===== src/rtl/efb_pkg.sv =====
`timescale 1ns / 1ps

package efb_pkg;

  typedef enum logic [1:0] {
    MODE_HEADER  = 2'd0,
    MODE_PAYLOAD = 2'd1,
    MODE_TRAILER = 2'd2,
    MODE_NONE    = 2'd3
  } mode_e;

  localparam logic [2:0] CFG_START       = 3'd0;
  localparam logic [2:0] CFG_END         = 3'd1;
  localparam logic [2:0] CFG_ESCAPE      = 3'd2;
  localparam logic [2:0] CFG_ESC_END     = 3'd3;
  localparam logic [2:0] CFG_ESC_ESCAPE  = 3'd4;
  localparam logic [2:0] CFG_LINK_ADDR   = 3'd5;

  // header token steps
  localparam logic [2:0] HDR_START   = 3'd0;
  localparam logic [2:0] HDR_ADDR    = 3'd1;
  localparam logic [2:0] HDR_NUMBER  = 3'd2;
  localparam logic [2:0] HDR_KIND    = 3'd3;
  localparam logic [2:0] HDR_COMMAND = 3'd4;

  localparam logic [7:0] SUM_INVERT = 8'hff;
  localparam logic [7:0] COUNTER_RESET = 8'd1;

  localparam int FIFO_DEPTH = 4;
  localparam int FIFO_AW    = $clog2(FIFO_DEPTH);
  localparam int FIFO_CW    = $clog2(FIFO_DEPTH + 1);

  // one wire byte before escaping
  typedef struct packed {
    logic [7:0] data;
    logic       content;
    logic       last;
  } token_t;

  typedef struct packed {
    logic [7:0] end_code;
    logic [7:0] escape_code;
    logic [7:0] escaped_end_code;
    logic [7:0] escaped_escape_code;
  } esc_codes_t;

  typedef struct packed {
    logic       busy;
    logic [7:0] counter;
  } front_stat_t;

endpackage


===== src/rtl/efb_front.sv =====
`timescale 1ns / 1ps

module efb_front (
  input  logic               clk_i,
  input  logic               rst_ni,
  input  logic [7:0]         start_code_i,
  input  logic [7:0]         end_code_i,
  input  logic [7:0]         link_address_i,
  input  logic               in_valid_i,
  output logic               in_ready_o,
  input  logic [1:0]         mode_i,
  input  logic [7:0]         command_code_i,
  input  logic [7:0]         kind_of_frame_i,
  input  logic               use_given_number_i,
  input  logic [7:0]         given_number_i,
  input  logic [7:0]         data_byte_i,
  output logic               push_o,
  output efb_pkg::token_t    tok_o,
  input  logic               full_i,
  output efb_pkg::front_stat_t stat_o
);

  logic             busy_q, busy_d;
  efb_pkg::mode_e   mode_q, mode_d;
  logic [2:0]       step_q, step_d;
  logic [7:0]       cmd_q, cmd_d;
  logic [7:0]       kind_q, kind_d;
  logic [7:0]       num_q, num_d;
  logic [7:0]       data_q, data_d;
  logic [7:0]       counter_q, counter_d;
  logic [7:0]       sum_q, sum_d;
  efb_pkg::token_t  tok;
  efb_pkg::mode_e   in_mode;
  logic             accept;
  logic             done;

  assign in_mode = efb_pkg::mode_e'(mode_i);

  always_comb begin
    tok = '0;
    case (mode_q)
      efb_pkg::MODE_HEADER: begin
        case (step_q)
          efb_pkg::HDR_START:   tok = '{data: start_code_i, content: 1'b0, last: 1'b0};
          efb_pkg::HDR_ADDR:    tok = '{data: link_address_i, content: 1'b1, last: 1'b0};
          efb_pkg::HDR_NUMBER:  tok = '{data: num_q, content: 1'b1, last: 1'b0};
          efb_pkg::HDR_KIND:    tok = '{data: kind_q, content: 1'b1, last: 1'b0};
          efb_pkg::HDR_COMMAND: tok = '{data: cmd_q, content: 1'b1, last: 1'b1};
          default:              tok = '{data: cmd_q, content: 1'b1, last: 1'b1};
        endcase
      end
      efb_pkg::MODE_PAYLOAD: tok = '{data: data_q, content: 1'b1, last: 1'b1};
      efb_pkg::MODE_TRAILER: begin
        if (step_q == 3'd0) begin
          tok = '{data: sum_q ^ efb_pkg::SUM_INVERT, content: 1'b1, last: 1'b0};
        end else begin
          tok = '{data: end_code_i, content: 1'b0, last: 1'b1};
        end
      end
      default: tok = '0;
    endcase
  end

  assign push_o     = busy_q && !full_i;
  assign done       = push_o && tok.last;
  assign in_ready_o = !busy_q || done;
  assign accept     = in_valid_i && in_ready_o;
  assign tok_o      = tok;
  assign stat_o     = '{busy: busy_q, counter: counter_q};

  always_comb begin
    busy_d    = busy_q;
    mode_d    = mode_q;
    step_d    = step_q;
    cmd_d     = cmd_q;
    kind_d    = kind_q;
    num_d     = num_q;
    data_d    = data_q;
    counter_d = counter_q;
    sum_d     = sum_q;
    // running sum follows each token as it leaves
    if (push_o) begin
      if (mode_q == efb_pkg::MODE_HEADER && step_q == efb_pkg::HDR_START) begin
        sum_d = '0;
      end else if (tok.content) begin
        sum_d = sum_q + tok.data;
      end
    end
    if (accept) begin
      busy_d = (in_mode != efb_pkg::MODE_NONE);
      mode_d = in_mode;
      step_d = '0;
      cmd_d  = command_code_i;
      kind_d = kind_of_frame_i;
      data_d = data_byte_i;
      num_d  = use_given_number_i ? given_number_i : counter_q;
      if (in_mode == efb_pkg::MODE_HEADER && !use_given_number_i) begin
        counter_d = counter_q + 8'd1;
      end
    end else if (done) begin
      busy_d = 1'b0;
    end else if (push_o) begin
      step_d = step_q + 3'd1;
    end
  end

  always_ff @(posedge clk_i or negedge rst_ni) begin
    if (!rst_ni) begin
      busy_q    <= 1'b0;
      mode_q    <= efb_pkg::MODE_NONE;
      step_q    <= '0;
      counter_q <= efb_pkg::COUNTER_RESET;
      sum_q     <= '0;
    end else begin
      busy_q    <= busy_d;
      mode_q    <= mode_d;
      step_q    <= step_d;
      counter_q <= counter_d;
      sum_q     <= sum_d;
    end
  end

  always_ff @(posedge clk_i) begin
    cmd_q  <= cmd_d;
    kind_q <= kind_d;
    num_q  <= num_d;
    data_q <= data_d;
  end

endmodule


===== src/rtl/efb_fifo.sv =====
`timescale 1ns / 1ps

module efb_fifo (
  input  logic            clk_i,
  input  logic            rst_ni,
  input  logic            push_i,
  input  efb_pkg::token_t push_data_i,
  output logic            full_o,
  input  logic            pop_i,
  output efb_pkg::token_t pop_data_o,
  output logic            empty_o
);

  efb_pkg::token_t                  mem_q [efb_pkg::FIFO_DEPTH];
  logic [efb_pkg::FIFO_AW-1:0]      wr_ptr_q, rd_ptr_q;
  logic [efb_pkg::FIFO_CW-1:0]      count_q;

  assign full_o     = (count_q == efb_pkg::FIFO_CW'(efb_pkg::FIFO_DEPTH));
  assign empty_o    = (count_q == '0);
  assign pop_data_o = mem_q[rd_ptr_q];

  always_ff @(posedge clk_i or negedge rst_ni) begin
    if (!rst_ni) begin
      wr_ptr_q <= '0;
      rd_ptr_q <= '0;
      count_q  <= '0;
    end else begin
      if (push_i) begin
        wr_ptr_q <= wr_ptr_q + efb_pkg::FIFO_AW'(1);
      end
      if (pop_i) begin
        rd_ptr_q <= rd_ptr_q + efb_pkg::FIFO_AW'(1);
      end
      if (push_i && !pop_i) begin
        count_q <= count_q + efb_pkg::FIFO_CW'(1);
      end else if (pop_i && !push_i) begin
        count_q <= count_q - efb_pkg::FIFO_CW'(1);
      end
    end
  end

  always_ff @(posedge clk_i) begin
    if (push_i) begin
      mem_q[wr_ptr_q] <= push_data_i;
    end
  end

endmodule


===== src/rtl/efb_back.sv =====
`timescale 1ns / 1ps

module efb_back (
  input  logic               clk_i,
  input  logic               rst_ni,
  input  efb_pkg::esc_codes_t codes_i,
  input  efb_pkg::token_t    tok_i,
  input  logic               empty_i,
  output logic               pop_o,
  output logic               out_valid_o,
  input  logic               out_ready_i,
  output logic [7:0]         out_byte_o,
  output logic               last_of_run_o
);

  logic       out_valid_q, out_valid_d;
  logic [7:0] out_byte_q, out_byte_d;
  logic       out_last_q, out_last_d;
  logic       pend_q, pend_d;
  logic [7:0] pend_byte_q, pend_byte_d;
  logic       pend_last_q, pend_last_d;
  logic       load;

  assign load  = !out_valid_q || out_ready_i;
  assign pop_o = load && !pend_q && !empty_i;

  always_comb begin
    out_valid_d = out_valid_q;
    out_byte_d  = out_byte_q;
    out_last_d  = out_last_q;
    pend_d      = pend_q;
    pend_byte_d = pend_byte_q;
    pend_last_d = pend_last_q;
    if (load) begin
      out_valid_d = 1'b0;
      if (pend_q) begin
        // send the substitute that follows an escape
        out_valid_d = 1'b1;
        out_byte_d  = pend_byte_q;
        out_last_d  = pend_last_q;
        pend_d      = 1'b0;
      end else if (!empty_i) begin
        out_valid_d = 1'b1;
        pend_last_d = tok_i.last;
        if (tok_i.content && tok_i.data == codes_i.end_code) begin
          out_byte_d  = codes_i.escape_code;
          out_last_d  = 1'b0;
          pend_d      = 1'b1;
          pend_byte_d = codes_i.escaped_end_code;
        end else if (tok_i.content && tok_i.data == codes_i.escape_code) begin
          out_byte_d  = codes_i.escape_code;
          out_last_d  = 1'b0;
          pend_d      = 1'b1;
          pend_byte_d = codes_i.escaped_escape_code;
        end else begin
          out_byte_d = tok_i.data;
          out_last_d = tok_i.last;
        end
      end
    end
  end

  always_ff @(posedge clk_i or negedge rst_ni) begin
    if (!rst_ni) begin
      out_valid_q <= 1'b0;
      pend_q      <= 1'b0;
    end else begin
      out_valid_q <= out_valid_d;
      pend_q      <= pend_d;
    end
  end

  always_ff @(posedge clk_i) begin
    out_byte_q  <= out_byte_d;
    out_last_q  <= out_last_d;
    pend_byte_q <= pend_byte_d;
    pend_last_q <= pend_last_d;
  end

  assign out_valid_o   = out_valid_q;
  assign out_byte_o    = out_byte_q;
  assign last_of_run_o = out_last_q;

endmodule


===== src/rtl/escaped_frame_builder_unit.sv =====
`timescale 1ns / 1ps
// An accepted item is registered in the front end and its tokens pass the token queue;
// the back end's output register sends one wire byte per cycle while out_ready_i is
// high and tokens wait. Bytes per item: payload 1 (2 escaped), header 5-9, trailer 2-3.
// The front end pushes one token per cycle while the 4-entry token queue has room and
// takes the next item in the cycle that it pushes the last token of the current one.
// Reset: asynchronous active low; codes clear to 0, frame counter to 1, sum to 0.
module escaped_frame_builder_unit (
  input  logic       clk_i,
  input  logic       rst_ni,
  input  logic       cfg_we_i,
  input  logic [2:0] cfg_idx_i,
  input  logic [7:0] cfg_data_i,
  input  logic       in_valid_i,
  output logic       in_ready_o,
  input  logic [1:0] mode_i,
  input  logic [7:0] command_code_i,
  input  logic [7:0] kind_of_frame_i,
  input  logic       use_given_number_i,
  input  logic [7:0] given_number_i,
  input  logic [7:0] data_byte_i,
  output logic       out_valid_o,
  input  logic       out_ready_i,
  output logic [7:0] out_byte_o,
  output logic       last_of_run_o
);

  logic [7:0] start_code_q, end_code_q, escape_code_q;
  logic [7:0] esc_end_q, esc_escape_q, link_address_q;

  efb_pkg::esc_codes_t  codes;
  efb_pkg::front_stat_t front_stat;
  efb_pkg::token_t      push_tok, pop_tok;
  logic                 push, pop, full, empty;

  always_ff @(posedge clk_i or negedge rst_ni) begin
    if (!rst_ni) begin
      start_code_q   <= '0;
      end_code_q     <= '0;
      escape_code_q  <= '0;
      esc_end_q      <= '0;
      esc_escape_q   <= '0;
      link_address_q <= '0;
    end else if (cfg_we_i) begin
      case (cfg_idx_i)
        efb_pkg::CFG_START:      start_code_q   <= cfg_data_i;
        efb_pkg::CFG_END:        end_code_q     <= cfg_data_i;
        efb_pkg::CFG_ESCAPE:     escape_code_q  <= cfg_data_i;
        efb_pkg::CFG_ESC_END:    esc_end_q      <= cfg_data_i;
        efb_pkg::CFG_ESC_ESCAPE: esc_escape_q   <= cfg_data_i;
        efb_pkg::CFG_LINK_ADDR:  link_address_q <= cfg_data_i;
        default: ;
      endcase
    end
  end

  assign codes = '{end_code: end_code_q, escape_code: escape_code_q,
                   escaped_end_code: esc_end_q, escaped_escape_code: esc_escape_q};

  efb_front u_front (
    .clk_i              (clk_i),
    .rst_ni             (rst_ni),
    .start_code_i       (start_code_q),
    .end_code_i         (end_code_q),
    .link_address_i     (link_address_q),
    .in_valid_i         (in_valid_i),
    .in_ready_o         (in_ready_o),
    .mode_i             (mode_i),
    .command_code_i     (command_code_i),
    .kind_of_frame_i    (kind_of_frame_i),
    .use_given_number_i (use_given_number_i),
    .given_number_i     (given_number_i),
    .data_byte_i        (data_byte_i),
    .push_o             (push),
    .tok_o              (push_tok),
    .full_i             (full),
    .stat_o             (front_stat)
  );

  efb_fifo u_fifo (
    .clk_i       (clk_i),
    .rst_ni      (rst_ni),
    .push_i      (push),
    .push_data_i (push_tok),
    .full_o      (full),
    .pop_i       (pop),
    .pop_data_o  (pop_tok),
    .empty_o     (empty)
  );

  efb_back u_back (
    .clk_i         (clk_i),
    .rst_ni        (rst_ni),
    .codes_i       (codes),
    .tok_i         (pop_tok),
    .empty_i       (empty),
    .pop_o         (pop),
    .out_valid_o   (out_valid_o),
    .out_ready_i   (out_ready_i),
    .out_byte_o    (out_byte_o),
    .last_of_run_o (last_of_run_o)
  );

  a_no_overflow: assert property (@(posedge clk_i) disable iff (!rst_ni)
    push |-> !full)
    else $error("token pushed into full queue");

  a_no_underflow: assert property (@(posedge clk_i) disable iff (!rst_ni)
    pop |-> !empty)
    else $error("token popped from empty queue");

  a_idle_ready: assert property (@(posedge clk_i) disable iff (!rst_ni)
    !front_stat.busy |-> in_ready_o)
    else $error("idle front end refuses an item");

  a_counter_step: assert property (@(posedge clk_i) disable iff (!rst_ni)
    (in_valid_i && in_ready_o && mode_i == efb_pkg::MODE_HEADER && !use_given_number_i)
    |=> front_stat.counter == $past(front_stat.counter) + 8'd1)
    else $error("frame counter did not advance on header");

endmodule


===== config.mk =====
export PLATFORM = sky130hd
export DESIGN_NAME = escaped_frame_builder_unit
export DESIGN_NICKNAME = d
export VERILOG_FILES = /design/src/rtl/efb_pkg.sv /design/src/rtl/efb_front.sv /design/src/rtl/efb_fifo.sv /design/src/rtl/efb_back.sv /design/src/rtl/escaped_frame_builder_unit.sv
export SDC_FILE = /design/constraint.sdc
export NUM_CORES = 1
export LEC_CHECK = 0
export BUFFER_PORTS_ARGS = -buffer_cell sky130_fd_sc_hd__buf_4
export CORE_ASPECT_RATIO = 1.75
export CORE_MARGIN = 2
export CORE_UTILIZATION = 40
export DETAILED_ROUTE_END_ITERATION = 8
export SYNTH_ARGS = -nofsm -noshare
export SYNTH_HDL_FRONTEND = slang
export SYNTH_SLANG_ARGS = --single-unit

===== constraint.sdc =====
create_clock -name clk_i -period 3.5 [get_ports clk_i]
set_input_delay 0.175 -clock clk_i [delete_from_list [all_inputs] [get_ports clk_i]]
set_output_delay 0.175 -clock clk_i [all_outputs]
set_load 0.05 [all_outputs]

[Word level (Yosys, flattened, before mapping)]
Memory sizes are Yosys's and may differ from the RTL's.
Index checks and enable logic that the tools add are counted.
Cells by class
  $add $sub $neg: 7
  eq/ne operators: 16
  multiplexer cells: 31
  bitwise gates (word level): 3
  reduce and logical (&&, ||, !) cells: 43
Operators by type and width (number)
  $mux 8: 9
  $pmux 10 s4: 1
  $pmux 10 s3: 1
  $reduce_and 2->1: 10
  $eq 8x8->1: 2
  $mux 3: 5
  $mux 1: 14
  $eq 3x2->1 const B: 4
  $logic_and 1x1->1: 11
  $mux 10: 1
  $reduce_bool 2->1: 5
  $eq 3x3->1 const B: 3
  $logic_not 3->1: 3
  $add 8x1->8 const B: 1
  $add 8x8->8: 1
  $logic_not 1->1: 8
  $not 8->8: 1
  $add 3x1->3 const B: 2
  $eq 3x1->1 const B: 2
  $add 2x1->2 const B: 2
  $logic_not 2->1: 2
  $ne 2x2->1 const B: 2
  $reduce_and 4->1: 1
  $reduce_and 3->1: 1
  6 further kinds: 8
Word-level totals
  register bits after elaboration: 129
  memory bits (writable): 40
  input port bits: 51
  output and inout bits: 11
  word-level logic and storage cells: 125
  memories kept: 1
Memory list
  u_fifo.mem_q: words 4, width 10, rd ports 1, clocked after memory_dff 0, wr ports 1, RTL line efb_fifo.sv:14  | efb_pkg::token_t mem_q [efb_pkg::FIFO_DEPTH];

[Longest topological paths before layout]
  depth in word-level cells: 8
  gate-level depth with buffers: 17
  depth with buffers taken out: 16

[Cells and area by module]
From an unflattened synthesis, not the netlist that was laid out.
Second synthesis, totals
  cell total of the unflattened synthesis: 532
  area total of the unflattened synthesis: 7678.6 um2
By module, submodules not included
  efb_front: times used 1, cells an instance 246, area an instance 2877.8 um2, sequential area each 1515.2 um2
  efb_fifo: times used 1, cells an instance 86, area an instance 1840.5 um2, sequential area each 1376.3 um2
  escaped_frame_builder_unit: times used 1, cells an instance 106, area an instance 1833.0 um2, sequential area each 1201.2 um2
  efb_back: times used 1, cells an instance 94, area an instance 1127.3 um2, sequential area each 590.6 um2

[Worst setup path before layout]
No wires, ideal clock.
  path kind: register -> register
  start point: register u_front.step_q[2]
  end point: register u_front.counter_q[1]
  library setup time: 0.125 ns
  data arrival time: 3.643 ns
  required time: 3.375 ns
  path slack: -0.268 ns
  cell stages (with the launch flop): 10
  path buffers: 2
  period minus slack after synthesis: 3.768 ns
  cell sequence: dfrtp_1 clkbuf_1 inv_1 ha_1 clkbuf_1 o21bai_1 a221o_1 a21boi_2 nor4b_4 mux2_2
Between the ends
  longest elaborated chain between the ends: 7
  elaborated cells on any way between the ends: 11
  those cells by class: eq/ne: 3; mux: 3; reduce/logical: 5
RTL lines
  from (decl): RTL line efb_front.sv:25  | logic [2:0] step_q, step_d;
  from (signal assigned): RTL line efb_front.sv:117  | step_q <= step_d;
  $eq 3x2->1 (tied with other cells): RTL line efb_front.sv:43  | case (step_q)
  $pmux 10 s4 or $mux 10 (tied branches): RTL line efb_front.sv:43, efb_front.sv:54
  $pmux 10 s3 (*): RTL line efb_front.sv:41  | case (mode_q)
  $logic_and 1x1->1 (*): RTL line efb_front.sv:65  | assign done = push_o && tok.last;
  $logic_or 1x1->1 (*): RTL line efb_front.sv:66  | assign in_ready_o = !busy_q || done;
  $logic_and 1x1->1 (*): RTL line efb_front.sv:67  | assign accept = in_valid_i && in_ready_o;
  via u_front.accept: RTL line efb_front.sv:34  | logic accept;
  $reduce_and 2->1 (no source line) (*)
  to (signal assigned): RTL line efb_front.sv:112  | counter_q <= efb_pkg::COUNTER_RESET;
  to (signal assigned): RTL line efb_front.sv:118  | counter_q <= counter_d;
  to (decl): RTL line efb_front.sv:30  | logic [7:0] counter_q, counter_d;
Mark *: on every way through the listed nets, which the timed path passes. The rest lies on a longest branch.
A chain may end at the register's enable or synchronous reset.

==> results.sh <==
export IMPL_min_period_ps=3290
export IMPL_drive_gt1_frac=0.341
export IMPL_hold_class="in2reg"
export IMPL_max_slew_margin=0.244
export IMPL_pwr_density_cell_nw_per_um2=957
export IMPL_ir_worst_vdd_mv=0.524
export IMPL_synth_top_cell_by_area="edfxtp_1"
export IMPL_syn_inst=524
export IMPL_required_ps=3810
export IMPL_cts_buffers=17
export IMPL_ant_nets=0
export IMPL_reg2reg_from="u_front.step_q[1]$_DFFE_PN0P_"
export IMPL_grt_max_degree=80
export IMPL_synth_mux_area_frac=0.150
export IMPL_start_util=0.407
export IMPL_met1_length_mm=5.95
export IMPL_grt_overflow_total=0
export IMPL_clk_pin_slew_ps=70
export IMPL_drtPass1Iterations=5
export IMPL_final_common_cell="edfxtp_1"
export IMPL_nets=707
export IMPL_finalSetupViolations=0
export IMPL_crit_arrival_ps=3600
export IMPL_yosys_warnings=0
export IMPL_place_congestion=0.885
export IMPL_crit_fanout=6
export IMPL_synth_simple_area_share=0.0664
export IMPL_antenna_cells=0
export IMPL_synth_main_ff_cell="edfxtp_1"
export IMPL_fmax_mhz=304
export IMPL_hold_viol=0
export IMPL_tightest_slew_ps=1130
export IMPL_top_register="u_fifo.mem_q"
export IMPL_vias_per_cell=5.22
export IMPL_yosysUniqueCellTypes=49
export IMPL_cts_tree="yes"
export IMPL_grt_first_pass_wirelength_mm=25.7
export IMPL_clk_latency_ps=430
export IMPL_dr_wl_met3_um=443
export IMPL_dieArea_um2=20100
export IMPL_synth_area_um2=7570
export IMPL_io_pins=62
export IMPL_synth_compound_area_frac=0.0740
export IMPL_critPathKind="reg2reg"
export IMPL_critPathLaunch="u_front.step_q[1]$_DFFE_PN0P_"
export IMPL_clock_skew_ps=14.3
export IMPL_outcome="completed"
export IMPL_cts_root_buffer="clkbuf_16"
export IMPL_portBuffers=61
export IMPL_grt_use_total=0.174
export IMPL_p_leak_nw=3.78
export IMPL_die_y_um=186
export IMPL_synth_edf_count=90
export IMPL_synth_async_reset_ratio=0.467
export IMPL_dp_hpwl_mm=11.8
export IMPL_syn_nets=595
export IMPL_cts_buffer_depth=2
export IMPL_die_x_um=108
export IMPL_cts_sinks=169
export IMPL_drtIter0Drc=246
export IMPL_vias=4626
export IMPL_synth_seq_cells=169
export IMPL_top_layer="met4"
export IMPL_synth_fa_ha_area_frac=0.0350
export IMPL_routed_wl_mm=16.1
export IMPL_synthXorXnorAreaFrac=0.0405
export IMPL_wl_per_cell_um=18.2
export IMPL_antenna_found_initial=0
export IMPL_stdcell_area_um2=9360
export IMPL_finalCritPeriodShare=0.940
export IMPL_synth_top_family_by_area="multiplexers"
export IMPL_dpl_instance_area_um2=8430
export IMPL_synth_top_area_frac=0.357
export IMPL_htree_levels=4
export IMPL_wl_met2_mm=9.33
export IMPL_slew_viol_final=0
export IMPL_tns_ps=0
export IMPL_cap_viol_max_count=0
export IMPL_largest_reg_flops=40
export IMPL_n_fill_cell=1593
export IMPL_grt_pass1_vias=4795
export IMPL_seq_area_frac_synth=0.619
export IMPL_hold_start="mode_i[0]"
export IMPL_syn_area_per_cell_um2=14.4
export IMPL_area_growth_syn_to_layout_pct=23.7
export IMPL_rows=66
export IMPL_startpoint_type="register"
export IMPL_final_cell_mix="90 x edfxtp_1, 87 x buf_4, 75 x dfrtp_1"
export IMPL_synthTopCellsByArea="edfxtp_1 36%, dfrtp_1 25%, mux2_2 11%, ha_1 3.0%, xnor2_1 2.7%"
export IMPL_drc=0
export IMPL_core_area_um2=18600
export IMPL_crit_path_end_kind="register"
[cell families (layout without fill, tap and decap cells)]
| kind of cell | after synthesis | count (layout) |
|---|---|---|
| simple gates | 99 | 99 |
| flops | 169 | 169 |
| mux | 90 | 90 |
| fa+ha+maj | 20 | 20 |
| compound gates | 82 | 82 |
| buf+inv | 29 | 154 |
| xor+xnor | 35 | 35 |
[per-layer routing]
layer,track usage,vias up
met5,0,-
met3,0.0361,22
met2,0.335,84
met4,0.0718,0
li1,-,2193
met1,0.178,2327
[through the flow]
step / setup WS [ps] / hold slack (ps) / cells / util / total power, mW
6_report: 210 / 25.8 / 887 / 0.504 / 8.96
5_1_grt: -1.95 / 12.4 / 887 / 0.504 / 9.53
4_1_cts: 16.8 / 1.72 / 884 / 0.500 / 8.96
3_5_place_dp: -57.0 / 354 / 825 / 0.454 / 7.10
3_3_place_gp: 92.2 / 353 / 825 / 0.454 / 6.97
2_1_floorplan: 10.8 / -121 / 524 / - / 5.90
[report_power, final]
group / leakage, nW / total, mW / switching [mW] / internal (mW)
Clock: 0.268 / 1.79 / 0.848 / 0.943
Sequential: 1.81 / 3.43 / 0.427 / 3.00
Combinational: 1.70 / 3.74 / 2.06 / 1.68
Total: 3.78 / 8.96 / 3.34 / 5.63
[synthesized netlist by cell type, types with 7 or more instances]
library cell  number
edfxtp_1          90
dfrtp_1           76
mux2_2            72
nor2_1            32
a21oi_1           26
nand2_1           25
xnor2_1           23
clkbuf_1          19
ha_1              18
o21ai_0           13
xor2_1            12
a222oi_1           8
inv_1              8
a211oi_1           7
a22o_1             7
mux2i_1            7
nor3_1             7
o22ai_1            7
[final timing paths]
kind | to | slack [ps] | cells past startpoint
worst max-delay path | u_front.sum_q[6]$_DFFE_PN0P_ | 210 | 16
worst min-delay path | u_front.mode_q[0]$_DFFE_PN1P_ | 30 | 2
worst max register to register | u_front.sum_q[6]$_DFFE_PN0P_ | 210 | 16
worst min register to register | u_front.counter_q[7]$_DFFE_PN0P_ | 470 | 1
max in group asynchronous | u_front.step_q[1]$_DFFE_PN0P_ | 2310 | 2
min in group asynchronous | u_front.counter_q[6]$_DFFE_PN0P_ | 460 | 2
[critical path: stages (launching register included)]
cell and delay (ps):
dfrtp_2 440, ha_1 200, ha_1 210, o21bai_4 200, buf_4 160, nor2_1 80, a211oi_1 50, a21oi_1 150
o22ai_1 130, ha_2 220, fa_2 350, a21o_1 160, a21o_1 200, a21o_1 190, a21oi_2 160, xnor2_1 80
a22o_1 190
[timing repair]
action	4_1_cts	5_1_grt
hold buffers	26	1
endpoints found under the hold margin	101	1
setup buffers	1	2
setup endpoints to repair	1	2
pin swaps	2	6
resized for setup	6	13
[final cells by class]
cell class,count,area (um2),share of cell area
inverter,8,30.0,0.00321
tap,238,298,0.0318
sequential,169,4680,0.500
clock buffer,18,429,0.0458
clock inverter,14,139,0.0148
multi-input combinational,326,2860,0.305
timing repair buffer,114,923,0.0986
Note: power is estimated with default switching activity, not from simulation.
